`src/hw/rtl/vcsp_pkg.sv`:
```
`timescale 1ns / 1ps
// vcsp_pkg: shared types and constants for the voxel chunk stream parser
// used by vcsp_parser, vcsp_result_queue, the top level and its checker

package vcsp_pkg;

  // little-endian tags as seen in a 32-bit word
  localparam logic [31:0] TAG_VOX  = 32'h2058_4F56;
  localparam logic [31:0] TAG_MAIN = 32'h4E49_414D;
  localparam logic [31:0] TAG_SIZE = 32'h455A_4953;
  localparam logic [31:0] TAG_XYZI = 32'h495A_5958;
  localparam logic [31:0] TAG_RGBA = 32'h4142_4752;

  localparam logic [4:0] HEADER_BYTES   = 5'd20;
  localparam logic [4:0] MAGIC_END      = 5'd4;
  localparam logic [4:0] MAIN_END       = 5'd12;
  localparam logic [4:0] MIN_FILE_BYTES = 5'd12;

  // result kinds
  localparam logic [1:0] KIND_VOXEL   = 2'd0;
  localparam logic [1:0] KIND_PALETTE = 2'd1;
  localparam logic [1:0] KIND_DONE    = 2'd2;
  localparam logic [1:0] KIND_ERROR   = 2'd3;

  // error codes
  localparam logic [1:0] ERR_TOO_SMALL    = 2'd0;
  localparam logic [1:0] ERR_BAD_MAGIC    = 2'd1;
  localparam logic [1:0] ERR_MISSING_MAIN = 2'd2;

  typedef struct packed {
    logic [1:0]  kind;
    logic [31:0] first_value;
    logic [31:0] second_value;
    logic [31:0] third_value;
    logic [31:0] fourth_value;
    logic [1:0]  error_code;
    logic        final_of_input;
  } result_t;

  // results caused by one byte: an item, then a done or error report
  typedef struct packed {
    logic    item_valid;
    result_t item;
    logic    report_valid;
    result_t report;
  } parse_out_t;

endpackage

```
`src/hw/rtl/vcsp_parser.sv`:
```
`timescale 1ns / 1ps
// vcsp_parser: byte-wise header and chunk walker with all parse state
// depends on vcsp_pkg

module vcsp_parser (
  input  logic                 clk,
  input  logic                 rst,
  input  logic                 accept,
  input  logic [7:0]           data_byte,
  input  logic                 end_of_file,
  output vcsp_pkg::parse_out_t results
);

  typedef enum logic [2:0] {
    PH_HEADER = 3'd0,
    PH_CHUNK  = 3'd1,
    PH_SIZE   = 3'd2,
    PH_COUNT  = 3'd3,
    PH_VOXEL  = 3'd4,
    PH_RGBA   = 3'd5,
    PH_SKIP   = 3'd6,
    PH_HALT   = 3'd7
  } phase_t;

  phase_t      phase, phase_next;
  logic [4:0]  hdr_seen, hdr_seen_next;
  logic        magic_failed, magic_failed_next;
  logic        main_failed, main_failed_next;
  logic [31:0] tag_shift, tag_shift_next;
  logic [31:0] word_shift, word_shift_next;
  logic [1:0]  byte_in_word, byte_in_word_next;
  logic [1:0]  word_in_group, word_in_group_next;
  logic [31:0] content_length, content_length_next;
  logic [31:0] content_consumed, content_consumed_next;
  logic [31:0] voxels_left, voxels_left_next;
  logic [8:0]  palette_slot, palette_slot_next;
  logic [31:0] voxel_total, voxel_total_next;
  logic [31:0] size_words [3];
  logic [31:0] size_words_next [3];

  always_comb begin
    logic       word_done;
    logic [31:0] w;
    logic [1:0] size_idx;
    logic       finish;

    phase_next            = phase;
    hdr_seen_next         = hdr_seen;
    magic_failed_next     = magic_failed;
    main_failed_next      = main_failed;
    tag_shift_next        = tag_shift;
    word_shift_next       = word_shift;
    byte_in_word_next     = byte_in_word;
    word_in_group_next    = word_in_group;
    content_length_next   = content_length;
    content_consumed_next = content_consumed;
    voxels_left_next      = voxels_left;
    palette_slot_next     = palette_slot;
    voxel_total_next      = voxel_total;
    size_words_next       = size_words;
    results               = '0;
    word_done             = 1'b0;
    finish                = 1'b0;
    size_idx              = (word_in_group == 2'd3) ? 2'd2 : word_in_group;

    if (hdr_seen < vcsp_pkg::HEADER_BYTES) begin
      hdr_seen_next = hdr_seen + 5'd1;
    end

    if (phase != PH_HALT && phase != PH_SKIP) begin
      word_shift_next   = {data_byte, word_shift[31:8]};
      byte_in_word_next = byte_in_word + 2'd1;
      word_done         = (byte_in_word == 2'd3);
    end
    if (phase >= PH_SIZE && phase <= PH_SKIP && content_consumed != '1) begin
      content_consumed_next = content_consumed + 32'd1;
    end
    w = word_shift_next;

    case (phase)
      PH_HEADER: begin
        if (hdr_seen_next == vcsp_pkg::MAGIC_END && w != vcsp_pkg::TAG_VOX) begin
          magic_failed_next = 1'b1;
          phase_next        = PH_HALT;
        end else if (hdr_seen_next == vcsp_pkg::MAIN_END && w != vcsp_pkg::TAG_MAIN) begin
          main_failed_next = 1'b1;
          phase_next       = PH_HALT;
        end else if (hdr_seen_next == vcsp_pkg::HEADER_BYTES) begin
          phase_next         = PH_CHUNK;
          byte_in_word_next  = 2'd0;
          word_in_group_next = 2'd0;
        end
      end
      PH_CHUNK: begin
        if (word_done) begin
          if (word_in_group == 2'd0) begin
            tag_shift_next     = w;
            word_in_group_next = 2'd1;
          end else if (word_in_group == 2'd1) begin
            content_length_next = w;
            word_in_group_next  = 2'd2;
          end else begin
            word_in_group_next    = 2'd0;
            content_consumed_next = '0;
            if (tag_shift == vcsp_pkg::TAG_SIZE) begin
              size_words_next[0] = '0;
              size_words_next[1] = '0;
              size_words_next[2] = '0;
              phase_next         = PH_SIZE;
            end else if (tag_shift == vcsp_pkg::TAG_XYZI) begin
              phase_next = PH_COUNT;
            end else if (tag_shift == vcsp_pkg::TAG_RGBA) begin
              palette_slot_next = '0;
              phase_next        = PH_RGBA;
            end else begin
              phase_next = (content_length != '0) ? PH_SKIP : PH_CHUNK;
            end
          end
        end
      end
      PH_SIZE: begin
        if (word_done) begin
          size_words_next[size_idx] = w;
          if (word_in_group >= 2'd2) begin
            finish = 1'b1;
          end else begin
            word_in_group_next = word_in_group + 2'd1;
          end
        end
      end
      PH_COUNT: begin
        if (word_done) begin
          voxels_left_next = w;
          if (w == '0) begin
            finish = 1'b1;
          end else begin
            phase_next = PH_VOXEL;
          end
        end
      end
      PH_VOXEL: begin
        if (word_done) begin
          results.item_valid        = 1'b1;
          results.item.kind         = vcsp_pkg::KIND_VOXEL;
          results.item.first_value  = {24'd0, w[7:0]};
          results.item.second_value = {24'd0, w[15:8]};
          results.item.third_value  = {24'd0, w[23:16]};
          results.item.fourth_value = (w[31:24] == 8'd0) ? 32'd1 : {24'd0, w[31:24]};
          voxel_total_next = voxel_total + 32'd1;
          voxels_left_next = voxels_left - 32'd1;
          if (voxels_left_next == '0) begin
            finish = 1'b1;
          end
        end
      end
      PH_RGBA: begin
        if (word_done) begin
          results.item_valid        = 1'b1;
          results.item.kind         = vcsp_pkg::KIND_PALETTE;
          results.item.first_value  = {23'd0, palette_slot};
          results.item.second_value = w;
          palette_slot_next = palette_slot + 9'd1;
          // slot count reached the palette size
          if (palette_slot_next[8]) begin
            finish = 1'b1;
          end
        end
      end
      PH_SKIP: begin
        if (content_consumed_next >= content_length) begin
          phase_next         = PH_CHUNK;
          byte_in_word_next  = 2'd0;
          word_in_group_next = 2'd0;
        end
      end
      default: begin
      end
    endcase

    if (finish) begin
      byte_in_word_next  = 2'd0;
      word_in_group_next = 2'd0;
      phase_next = (content_consumed_next < content_length) ? PH_SKIP : PH_CHUNK;
    end

    results.item.final_of_input = !end_of_file;

    if (end_of_file) begin
      results.report_valid          = 1'b1;
      results.report.final_of_input = 1'b1;
      if (hdr_seen_next < vcsp_pkg::MIN_FILE_BYTES) begin
        results.report.kind       = vcsp_pkg::KIND_ERROR;
        results.report.error_code = vcsp_pkg::ERR_TOO_SMALL;
      end else if (magic_failed_next) begin
        results.report.kind       = vcsp_pkg::KIND_ERROR;
        results.report.error_code = vcsp_pkg::ERR_BAD_MAGIC;
      end else if (main_failed_next) begin
        results.report.kind       = vcsp_pkg::KIND_ERROR;
        results.report.error_code = vcsp_pkg::ERR_MISSING_MAIN;
      end else begin
        results.report.kind         = vcsp_pkg::KIND_DONE;
        results.report.first_value  = size_words_next[0];
        results.report.second_value = size_words_next[1];
        results.report.third_value  = size_words_next[2];
        results.report.fourth_value = voxel_total_next;
      end
      // next byte starts a new file
      phase_next            = PH_HEADER;
      hdr_seen_next         = '0;
      magic_failed_next     = 1'b0;
      main_failed_next      = 1'b0;
      tag_shift_next        = '0;
      word_shift_next       = '0;
      byte_in_word_next     = '0;
      word_in_group_next    = '0;
      content_length_next   = '0;
      content_consumed_next = '0;
      voxels_left_next      = '0;
      palette_slot_next     = '0;
      voxel_total_next      = '0;
      size_words_next[0]    = '0;
      size_words_next[1]    = '0;
      size_words_next[2]    = '0;
    end
  end

  always_ff @(posedge clk) begin
    if (rst) begin
      phase            <= PH_HEADER;
      hdr_seen         <= '0;
      magic_failed     <= 1'b0;
      main_failed      <= 1'b0;
      tag_shift        <= '0;
      word_shift       <= '0;
      byte_in_word     <= '0;
      word_in_group    <= '0;
      content_length   <= '0;
      content_consumed <= '0;
      voxels_left      <= '0;
      palette_slot     <= '0;
      voxel_total      <= '0;
      size_words[0]    <= '0;
      size_words[1]    <= '0;
      size_words[2]    <= '0;
    end else if (accept) begin
      phase            <= phase_next;
      hdr_seen         <= hdr_seen_next;
      magic_failed     <= magic_failed_next;
      main_failed      <= main_failed_next;
      tag_shift        <= tag_shift_next;
      word_shift       <= word_shift_next;
      byte_in_word     <= byte_in_word_next;
      word_in_group    <= word_in_group_next;
      content_length   <= content_length_next;
      content_consumed <= content_consumed_next;
      voxels_left      <= voxels_left_next;
      palette_slot     <= palette_slot_next;
      voxel_total      <= voxel_total_next;
      size_words       <= size_words_next;
    end
  end

endmodule

```
`src/hw/rtl/vcsp_result_queue.sv`:
```
`timescale 1ns / 1ps
// vcsp_result_queue: two-entry result register, head drives the output
// depends on vcsp_pkg

module vcsp_result_queue (
  input  logic                 clk,
  input  logic                 rst,
  input  logic                 push,
  input  vcsp_pkg::parse_out_t results,
  output logic                 room,
  output logic                 head_valid,
  input  logic                 head_stall,
  output vcsp_pkg::result_t    head
);

  vcsp_pkg::result_t q0, q1;
  logic [1:0] count, count_next;
  logic       pop;
  logic [1:0] remain;

  assign pop        = head_valid && !head_stall;
  assign head_valid = (count != 2'd0);
  assign head       = q0;
  assign remain     = count - {1'b0, pop};
  // a byte may bring two results, so take one only into an emptied queue
  assign room       = (remain == 2'd0);

  always_comb begin
    count_next = remain;
    if (push) begin
      count_next = {1'b0, results.item_valid} + {1'b0, results.report_valid};
    end
  end

  always_ff @(posedge clk) begin
    if (rst) begin
      count <= '0;
    end else begin
      count <= count_next;
    end
  end

  always_ff @(posedge clk) begin
    if (push) begin
      if (results.item_valid) begin
        q0 <= results.item;
        q1 <= results.report;
      end else begin
        q0 <= results.report;
      end
    end else if (pop && count == 2'd2) begin
      q0 <= q1;
    end
  end

endmodule

```
`src/hw/rtl/voxel_chunk_stream_parser_core.sv`:
```
`timescale 1ns / 1ps
// voxel_chunk_stream_parser_core: top level of the voxel file byte parser
// depends on vcsp_pkg, vcsp_parser, vcsp_result_queue
//
// usage
// - input channel (item_valid / item_stall): one file byte per transaction,
//   end_of_file high on the last byte of a file
// - result channel (result_valid / result_stall): voxels, palette entries,
//   then one done or error report per file; final_of_input marks the last
//   result caused by a byte
// - a byte updates the parse state on the edge that accepts it; its results
//   sit in a two-entry result register, the first on the ports the next cycle
// - throughput: one byte per cycle while the result side keeps up; a byte is
//   taken only when the result register will be empty after this cycle's
//   transaction, so after a last byte of a file that brings item plus report
//   the next byte waits until both results have left
// - when the receiver stalls, the head result holds and item_stall rises
//   as soon as a result is left waiting
// - reset clears the parse state to the start of a file and empties the
//   result register; after each end_of_file byte the parser returns to the
//   same state by itself

module voxel_chunk_stream_parser_core (
  input  logic        clk,
  input  logic        rst,
  input  logic        item_valid,
  output logic        item_stall,
  input  logic [7:0]  data_byte,
  input  logic        end_of_file,
  output logic        result_valid,
  input  logic        result_stall,
  output logic [1:0]  kind,
  output logic [31:0] first_value,
  output logic [31:0] second_value,
  output logic [31:0] third_value,
  output logic [31:0] fourth_value,
  output logic [1:0]  error_code,
  output logic        final_of_input
);

  vcsp_pkg::parse_out_t results;
  vcsp_pkg::result_t    head;
  logic                 room;
  logic                 accept;

  assign item_stall = !room;
  assign accept     = item_valid && room;

  // parse state and per-byte result generation
  vcsp_parser u_parser (
    .clk         (clk),
    .rst         (rst),
    .accept      (accept),
    .data_byte   (data_byte),
    .end_of_file (end_of_file),
    .results     (results)
  );

  // result register between parser and receiver
  vcsp_result_queue u_queue (
    .clk        (clk),
    .rst        (rst),
    .push       (accept),
    .results    (results),
    .room       (room),
    .head_valid (result_valid),
    .head_stall (result_stall),
    .head       (head)
  );

  assign kind           = head.kind;
  assign first_value    = head.first_value;
  assign second_value   = head.second_value;
  assign third_value    = head.third_value;
  assign fourth_value   = head.fourth_value;
  assign error_code     = head.error_code;
  assign final_of_input = head.final_of_input;

endmodule

```
`config.mk`:
```
export PLATFORM = sky130hd
export DESIGN_NAME = voxel_chunk_stream_parser_core
export DESIGN_NICKNAME = d
export VERILOG_FILES = /design/src/hw/rtl/vcsp_pkg.sv /design/src/hw/rtl/vcsp_parser.sv /design/src/hw/rtl/vcsp_result_queue.sv /design/src/hw/rtl/voxel_chunk_stream_parser_core.sv
export SDC_FILE = /design/constraint.sdc
export NUM_CORES = 1
export LEC_CHECK = 0
export ABC_AREA = 1
export BUFFER_PORTS_ARGS = -buffer_cell sky130_fd_sc_hd__buf_2
export CORE_MARGIN = 2
export CORE_UTILIZATION = 25
export DETAILED_ROUTE_END_ITERATION = 8
export PLACE_DENSITY_LB_ADDON = 0.05
export SLEW_MARGIN = 15
export SYNTH_ARGS = -nofsm -noshare
export SYNTH_HDL_FRONTEND = slang
export SYNTH_SLANG_ARGS = --single-unit
```
`constraint.sdc`:
```
create_clock -name clk -period 15.5 [get_ports clk]
set_input_delay 1.55 -clock clk [delete_from_list [all_inputs] [get_ports clk]]
set_output_delay 1.55 -clock clk [all_outputs]
set_load 0.03 [all_outputs]
```
==> reports/results.tsv, run 1 <==
stage	metric	value	unit
synth	number of distinct library cells after synthesis	56	
die	Die H	347	µm
flow_run	total of max-cap violations	0	
drt	WL per Instance	20.4	µm
setup_path	Crit. End Element	register	
synth	Mapped Avg Cell Area	7.82	µm²
run_status	outcome	completed	
die	row count	125	
setup_path	Max stage delay on crit path	680	ps
power_and_ir_drop	Sequential Power Share	35.2	%
global_route	GR Util All Layers	18.2	%
setup_path	worst path cell trace	ha_4, buf_4, o21ai_0, inv_1, nand4_1, nor2_1, nand4_1, nand3_1, nand2_1, nor2_4, nand3_4, clkinv_2, buf_4, nand2_1, o21ai_1	
cts	maximum clock path buffer count	3	
sta	Max-slew headroom	34.1	%
layout	Area growth syn-to-layout	16.7	%
setup_path	Worst Path Required	16000	ps
cts	Setup Fix Bufs, Post-CTS	0	
drt	final wirelength	111000	µm
cts	Reg clk slew, reported paths	60	ps
synth	synth top area cells	edfxtp_1, dfxtp_1, nand2_1	
global_route	met2 Usage GRT	29.8	%
cts	cts repair resizes	0	
drt	Final ANT Viol Nets	0	
cts	Worst-Skew Late Latency	660	ps
placed_design	post-DP HPWL	74500	µm
sta	fin crit period	5310	ps
sta	FMAX	0.188	GHz
synth	Yosys reg bits	578	
global_route	M3 GR Usage	2.43	%
synth	Synth warnings	0	
setup_path	Worst Path Class, Setup	register to register	
power_and_ir_drop	cell internal pwr	3390	µW
power_and_ir_drop	combinational power share	34.0	%
sta	setup total negative slack	0	ps
cts	CTS sink cnt	578	
drt	Initial DRT Pass Iterations	7	
setup_path	CP max-delay cell	buf_4	
power_and_ir_drop	P_sw	2430	µW
cts	hold_buf cts	0	
drt	Vias/cell	4.59	
synth	Post-Syn Area	29400	µm²
synth	Mapped Nets	3849	
sta	final hold vios	0	
power_and_ir_drop	power share of the clock group	30.9	%
sta	Final period util	34.2	%
sta	unrepaired setup endpoints after global routing	false	
synth	asr flop ratio synth	0	%
drt	# DRC	0	
global_route	largest net degree at the start of global routing	149	
layout	Finished Cell Area	34300	µm²
global_route	vias in the first global route	24338	
sta	worst-margin pin slew	981	ps
placed_design	routability congestion estimate	0.853	
setup_path	Worst EP arrival	5800	ps
synth	Post-Syn Instances	3753	
sta	final setup fails	0	
setup_path	CP max FO	75	
die	DIE AREA	120000	µm²
drt	vias	24962	
setup_path	Top delay family on crit path	buffers and inverters	
global_route	GRT overflow	0	
global_route	first-pass GRT wire length	166000	µm
synth	dominant synthesized flop cell	dfxtp_1	
sta	Final Max Slew Viols	0	
die	Initial Util	25.2	%
synth	post-synth top area cell	edfxtp_1	
placed_design	placed cell area	31700	µm²
cts	CTS HTree Levels	3	
global_route	GRT met1 Usage	25.2	%
die	I/O pin cnt	148	
synth	sequential share of the synthesized area	48.4	%
power_and_ir_drop	power per cell area	170	nW/µm²
layout	layout cells sized above 1	9.65	%
hold_path	worst hold path class	register to register	
synth	Synth top area share	27.1	%
setup_path	buffers plus inverters on the worst setup path	4	
global_route	most used routing layer	met2	
power_and_ir_drop	Switching Fraction	41.7	%
global_route	initial antenna violation count	2	
power_and_ir_drop	Leakage	0.0132	µW
power_and_ir_drop	Peak VDD IR	98.2	µV
cts	Root Buffer	clkbuf_16	
cts	CTS tree	built	
synth	EDFF count, synth	265	
die	Die X	347	µm
die	core area	116000	µm²
cts	TritonCTS Buffers	77	
setup_path	critical path launch point type	register	
placed_design	IO buf count	147	
layout	nets	3939	
sta	Layout Skew	33.7	ps
drt	Starting DRT DRC Count	1515	
[cell families (layout without fill, tap and decap cells)]
family / Yosys count / count (layout) / share of synthesized area, %
fa+ha+maj: 83 / 83 / 3.54
flops: 578 / 578 / 48.4
other cells: 0 / 2 / 0
xor+xnor: 77 / 77 / 2.30
mux: 2 / 2 / 0.0682
simple gates: 1515 / 1515 / 21.0
compound gates: 792 / 792 / 15.3
buf+inv: 706 / 860 / 9.27
[layout make-up]
class | count | area [µm²]
Fill cell | 12721 | 82100
Clock buffer | 108 | 2210
Clock inverter | 35 | 323
Inverter | 516 | 1940
Antenna cell | 2 | 5.00
Tap cell | 1524 | 1910
Multi-Input combinational cell | 2469 | 12500
Timing Repair Buffer | 201 | 1170
Sequential cell | 578 | 14200
[worst register-to-register path, delay by kind of cell, from the launching register on]
family / cells / cell delay [ps]
AND/OR/NAND/NOR: 8 / 1850
AO/OA/AOI/OAI: 2 / 790
buffers and inverters: 4 / 1800
adder cells (fa/ha/maj): 1 / 200
flip-flops: 1 / 530
[through the flow]
stage          util [%]  hold slack [ps]  setup slack (ps)  instances  power, µW
2_1_floorplan         -              429              3430       3753       3330
3_3_place_gp       27.3              442             10010       5288       4130
3_5_place_dp       27.3              444             10000       5288       4110
4_1_cts            29.4              453             10170       5431       5950
5_1_grt            29.4              463              9760       5431       6140
6_report           29.4              456             10190       5433       5820
[worst paths after layout]
| kind | startpoint | endpoint | slack [ps] | cells past startpoint |
|---|---|---|---|---|
| worst max-delay path | u_parser.phase[2]$_SDFFE_PP0P_ | u_queue.head[60]$_DFFE_PP_ | 10190 | 15 |
| worst min-delay path | u_parser.word_shift[6]$_SDFFE_PP0P_ | u_parser.word_shift[6]$_SDFFE_PP0P_ | 460 | 2 |
| worst min register to register | u_parser.word_shift[6]$_SDFFE_PP0P_ | u_parser.word_shift[6]$_SDFFE_PP0P_ | 460 | 2 |
| worst max register to register | u_parser.phase[2]$_SDFFE_PP0P_ | u_queue.head[60]$_DFFE_PP_ | 10190 | 15 |
[routing by layer]
layer | part of all wire [%] | vias to the layer above
met5 | 0 | -
met4 | 2.2 | 0
met1 | 48 | 11856
met2 | 46 | 428
li1 | - | 12561
met3 | 3.5 | 117
[flip-flops by register name, summed over array words and instances, names as in the netlist]
signal and flops:
u_parser.content_consumed 32, u_parser.voxel_total 32, u_parser.tag_shift 32, u_parser.magic_failed 1, u_parser.phase 3, u_parser.main_failed 1, u_queue.head 133, u_queue.count 2
u_parser.word_in_group 2, u_parser.palette_slot 9, u_parser.size_words 96, u_parser.word_shift 32, u_parser.byte_in_word 2, u_parser.hdr_seen 5, u_queue.q1 132, u_parser.content_length 32
u_parser.voxels_left 32
[Yosys cell counts (all sizes together) (58+ instances only)]
cell type / instances
nand2: 955
o22ai: 98
nor2: 333
o21ai: 235
inv: 515
xor2: 58
nand3: 86
clkbuf: 151
dfxtp: 313
a21oi: 350
edfxtp: 265
ha: 83
[power by group through the flow]
stage | registers [µW] | clock network (µW) | logic (µW)
after floorplan | 2460 | 0 | 864
after global placement | 2090 | 0 | 2040
after detailed placement | 2090 | 0 | 2030
after CTS | 2060 | 1860 | 2030
after global routing | 2070 | 1920 | 2150
final | 2050 | 1800 | 1980
[cell usage in the layout (no fill, tap or decap), drive strengths merged, types with 10 or more instances in the layout]
cell type and instances:
nand2 955, inv 515, clkinv 32, xnor2 19, o211ai 10, clkbuf 109
dfxtp 313, ha 83, a211oi 22, nor4 20, nand3 86, nand4 51
edfxtp 265, o31ai 12, xor2 58, nor2 333, o21ai 235, a2bb2oi 18
a21oi 350, or2 11, nor3 42, buf 200, o22ai 98
Note: power is estimated with default switching activity, not from simulation.
==> run 2: changes to the inputs <==
clock period = 4.3 ns   (was 15.5 ns; I/O delays follow)
==> run 2 against run 1 <==
Cell count increased by 1.3%. Non-clock buffer count increased by 74. Maximum frequency increased by 34%. Flip-flop and latch count unchanged. Via count increased by 0.42%. Sequential share of layout area decreased by 0.81 points. Combinational power increased to 3.7 times the previous value. First-iteration DRC count decreased by 1.7%.
==> reports/results.tsv, run 2 (same netlist as run 1, synthesis figures left out) <==
stage	metric	value	unit	change
run_status	outcome	completed		unchanged
global_route	initial antenna violation count	1		was 2
drt	vias	25066		was 25.0k
sta	final hold vios	0		unchanged
die	core area	116000	µm²	unchanged
die	Die H	347	µm	unchanged
layout	Area growth syn-to-layout	19.1	%	was 16.7%
power_and_ir_drop	Leakage	0.0135	µW	was 0.0132 µW
global_route	largest net degree at the start of global routing	142		was 149
sta	worst-margin pin slew	1080	ps	was 981 ps
layout	layout cells sized above 1	12.1	%	was 9.65%
sta	unrepaired setup endpoints after global routing	false		unchanged
cts	Reg clk slew, reported paths	60	ps	about the same
flow_run	total of max-cap violations	0		unchanged
drt	# DRC	0		unchanged
layout	final std cells w/o fill	5501		was 5433
drt	final wirelength	110000	µm	was 111000 µm
setup_path	Worst Path Required	4790	ps	was 16000 ps
placed_design	routability congestion estimate	0.874		was 0.853
cts	maximum clock path buffer count	3		unchanged
layout	most frequent cells in the layout	nand2_1, inv_1, a21oi_1		unchanged
setup_path	critical path launch point type	register		unchanged
setup_path	Worst Path Class, Setup	register to register		unchanged
power_and_ir_drop	power share of the clock group	30.0	%	was 30.9%
layout	max reg flops	133		unchanged
global_route	GR Util All Layers	18.0	%	was 18.2%
global_route	first-pass GRT wire length	165000	µm	was 166000 µm
die	Die X	347	µm	unchanged
setup_path	CP max FO	4		was 75
power_and_ir_drop	combinational power share	35.0	%	was 34.0%
setup_path	Crit. End Element	register		unchanged
die	Initial Util	25.2	%	unchanged
sta	fin crit period	3950	ps	was 5310 ps
layout	Finished Core Util	30.0	%	was 29.4%
placed_design	post-DP HPWL	76000	µm	was 74500 µm
placed_design	Placed Instances	5359		was 5288
power_and_ir_drop	Sequential Power Share	35.1	%	was 35.2%
power_and_ir_drop	cell internal pwr	12200	µW	was 3390 µW
cts	CTS tree	built		unchanged
placed_design	DP Worst Slack	86.1	ps	was 10000 ps
cts	CTS sink cnt	578		unchanged
layout	Fillers	12583		was 12.7k
cts	Root Buffer	clkbuf_16		unchanged
drt	WL per Instance	19.9	µm	was 20.4 µm
power_and_ir_drop	Switching Fraction	41.5	%	was 41.7%
cts	Worst-Skew Late Latency	650	ps	was 660 ps
layout	most common cell after layout, fill and taps aside	nand2_1		unchanged
setup_path	Worst EP arrival	4440	ps	was 5800 ps
sta	FMAX	0.253	GHz	was 0.188 GHz
drt	Starting DRT DRC Count	1489		was 1515
placed_design	IO buf count	147		unchanged
sta	worst setup margin	352	ps	was 10190 ps
drt	Final ANT Viol Nets	0		unchanged
sta	final setup fails	0		unchanged
global_route	GRT overflow	0		unchanged
die	row count	125		unchanged
drt	Initial DRT Pass Iterations	5		was 7
sta	Max-slew headroom	27.8	%	was 34.1%
global_route	vias in the first global route	24777		was 24.3k
drt	Vias/cell	4.56		was 4.59
die	DIE AREA	120000	µm²	unchanged
sta	Final Max Slew Viols	0		unchanged
power_and_ir_drop	Peak VDD IR	444	µV	was 98.2 µV
hold_path	worst hold path class	input port to register		was register to register
cts	hold_buf cts	0		unchanged
sta	Layout Skew	25.3	ps	was 33.7 ps
sta	Min Hold Slack	163	ps	was 456 ps
sta	Final period util	91.8	%	was 34.2%
layout	nets	4011		was 3939
cts	CTS HTree Levels	3		unchanged
die	I/O pin cnt	148		unchanged
power_and_ir_drop	P_sw	8680	µW	was 2430 µW
power_and_ir_drop	power per cell area	598	nW/µm²	was 170 nW/µm²
cts	TritonCTS Buffers	75		was 77
## run 2: changes by cell type in the layout (fill, tap and decap cells not counted), sizes merged
| cell | delta |
|---|---|
| inv | +4 |
| clkbuf | -4 |
| buf | +74 |
| clkinv | -8 |
| bufinv | -1 |
| clkinvlp | +3 |
## run 2: area by class of cell
type	instances	area, µm²	share of cell area, %
antenna	2	5.00	0.0143
clock buffer	104	2150	6.14
clock inverter	33	256	0.734
inverter	516	1940	5.54
multi-input combinational	2469	12600	36.1
sequential	578	14200	40.7
tap	1524	1910	5.45
timing repair buffer	275	1870	5.34
## run 2: metrics by stage
step | TNS, ps | instance area, µm² | total power [µW]
after floorplan | -5430 | 29400 | 11800
after global placement | 0 | 32400 | 15000
after detailed placement | 0 | 32400 | 14900
after CTS | 0 | 34800 | 21300
after global routing | 0 | 35000 | 22100
final | 0 | 35000 | 20900
## run 2: what timing repair did
item | CTS | global route
setup endpoints to repair | 0 | 7
gates resized for setup | 0 | 23
buffers inserted | 0 | 3
## run 2: power groups by stage
stage / registers [µW] / clock network (µW) / logic (µW)
final: 7320 / 6260 / 7310
after global routing: 7420 / 6700 / 7950
after CTS: 7360 / 6500 / 7470
after detailed placement: 7470 / 0 / 7450
after global placement: 7470 / 0 / 7500
after floorplan: 8710 / 0 / 3130
## run 2: worst paths after layout
check             slack, ps  depth (start not counted)                                endpoint                                start
setup / recovery        350                         27  u_parser.word_in_group[1]$_SDFFE_PP0P_       u_parser.phase[1]$_SDFFE_PP0P_
hold / removal          160                          2          u_parser.phase[0]$_SDFFE_PP0P_                                  rst
setup reg to reg        350                         27  u_parser.word_in_group[1]$_SDFFE_PP0P_       u_parser.phase[1]$_SDFFE_PP0P_
hold reg to reg         450                          2     u_parser.word_shift[4]$_SDFFE_PP0P_  u_parser.word_shift[4]$_SDFFE_PP0P_
## run 2: routing by layer
metal	track usage, %	share of wire [%]
met1	25.6	50
met2	28.9	45
met3	2.35	3.7
met4	4.45	1.8
met5	0	0
## run 2: critical path, stage by stage, from the launching register on
cell and delay, ps:
dfxtp_4 370, inv_1 60, ha_1 240, a21oi_4 170, nand3_1 140, nor2_2 140
nand2_1 90, nor4_1 170, buf_4 150, nand2_1 70, nor2_1 160, nand4_1 130
xor2_1 240, buf_4 150, inv_1 30, ha_1 270, nand2_1 50, inv_1 70
nand3_1 100, nor3_1 190, a21oi_1 110, buf_4 160, nand3_2 100, nand2_1 70
nor2_1 180, inv_1 80, nand2_1 60, a21oi_1 60
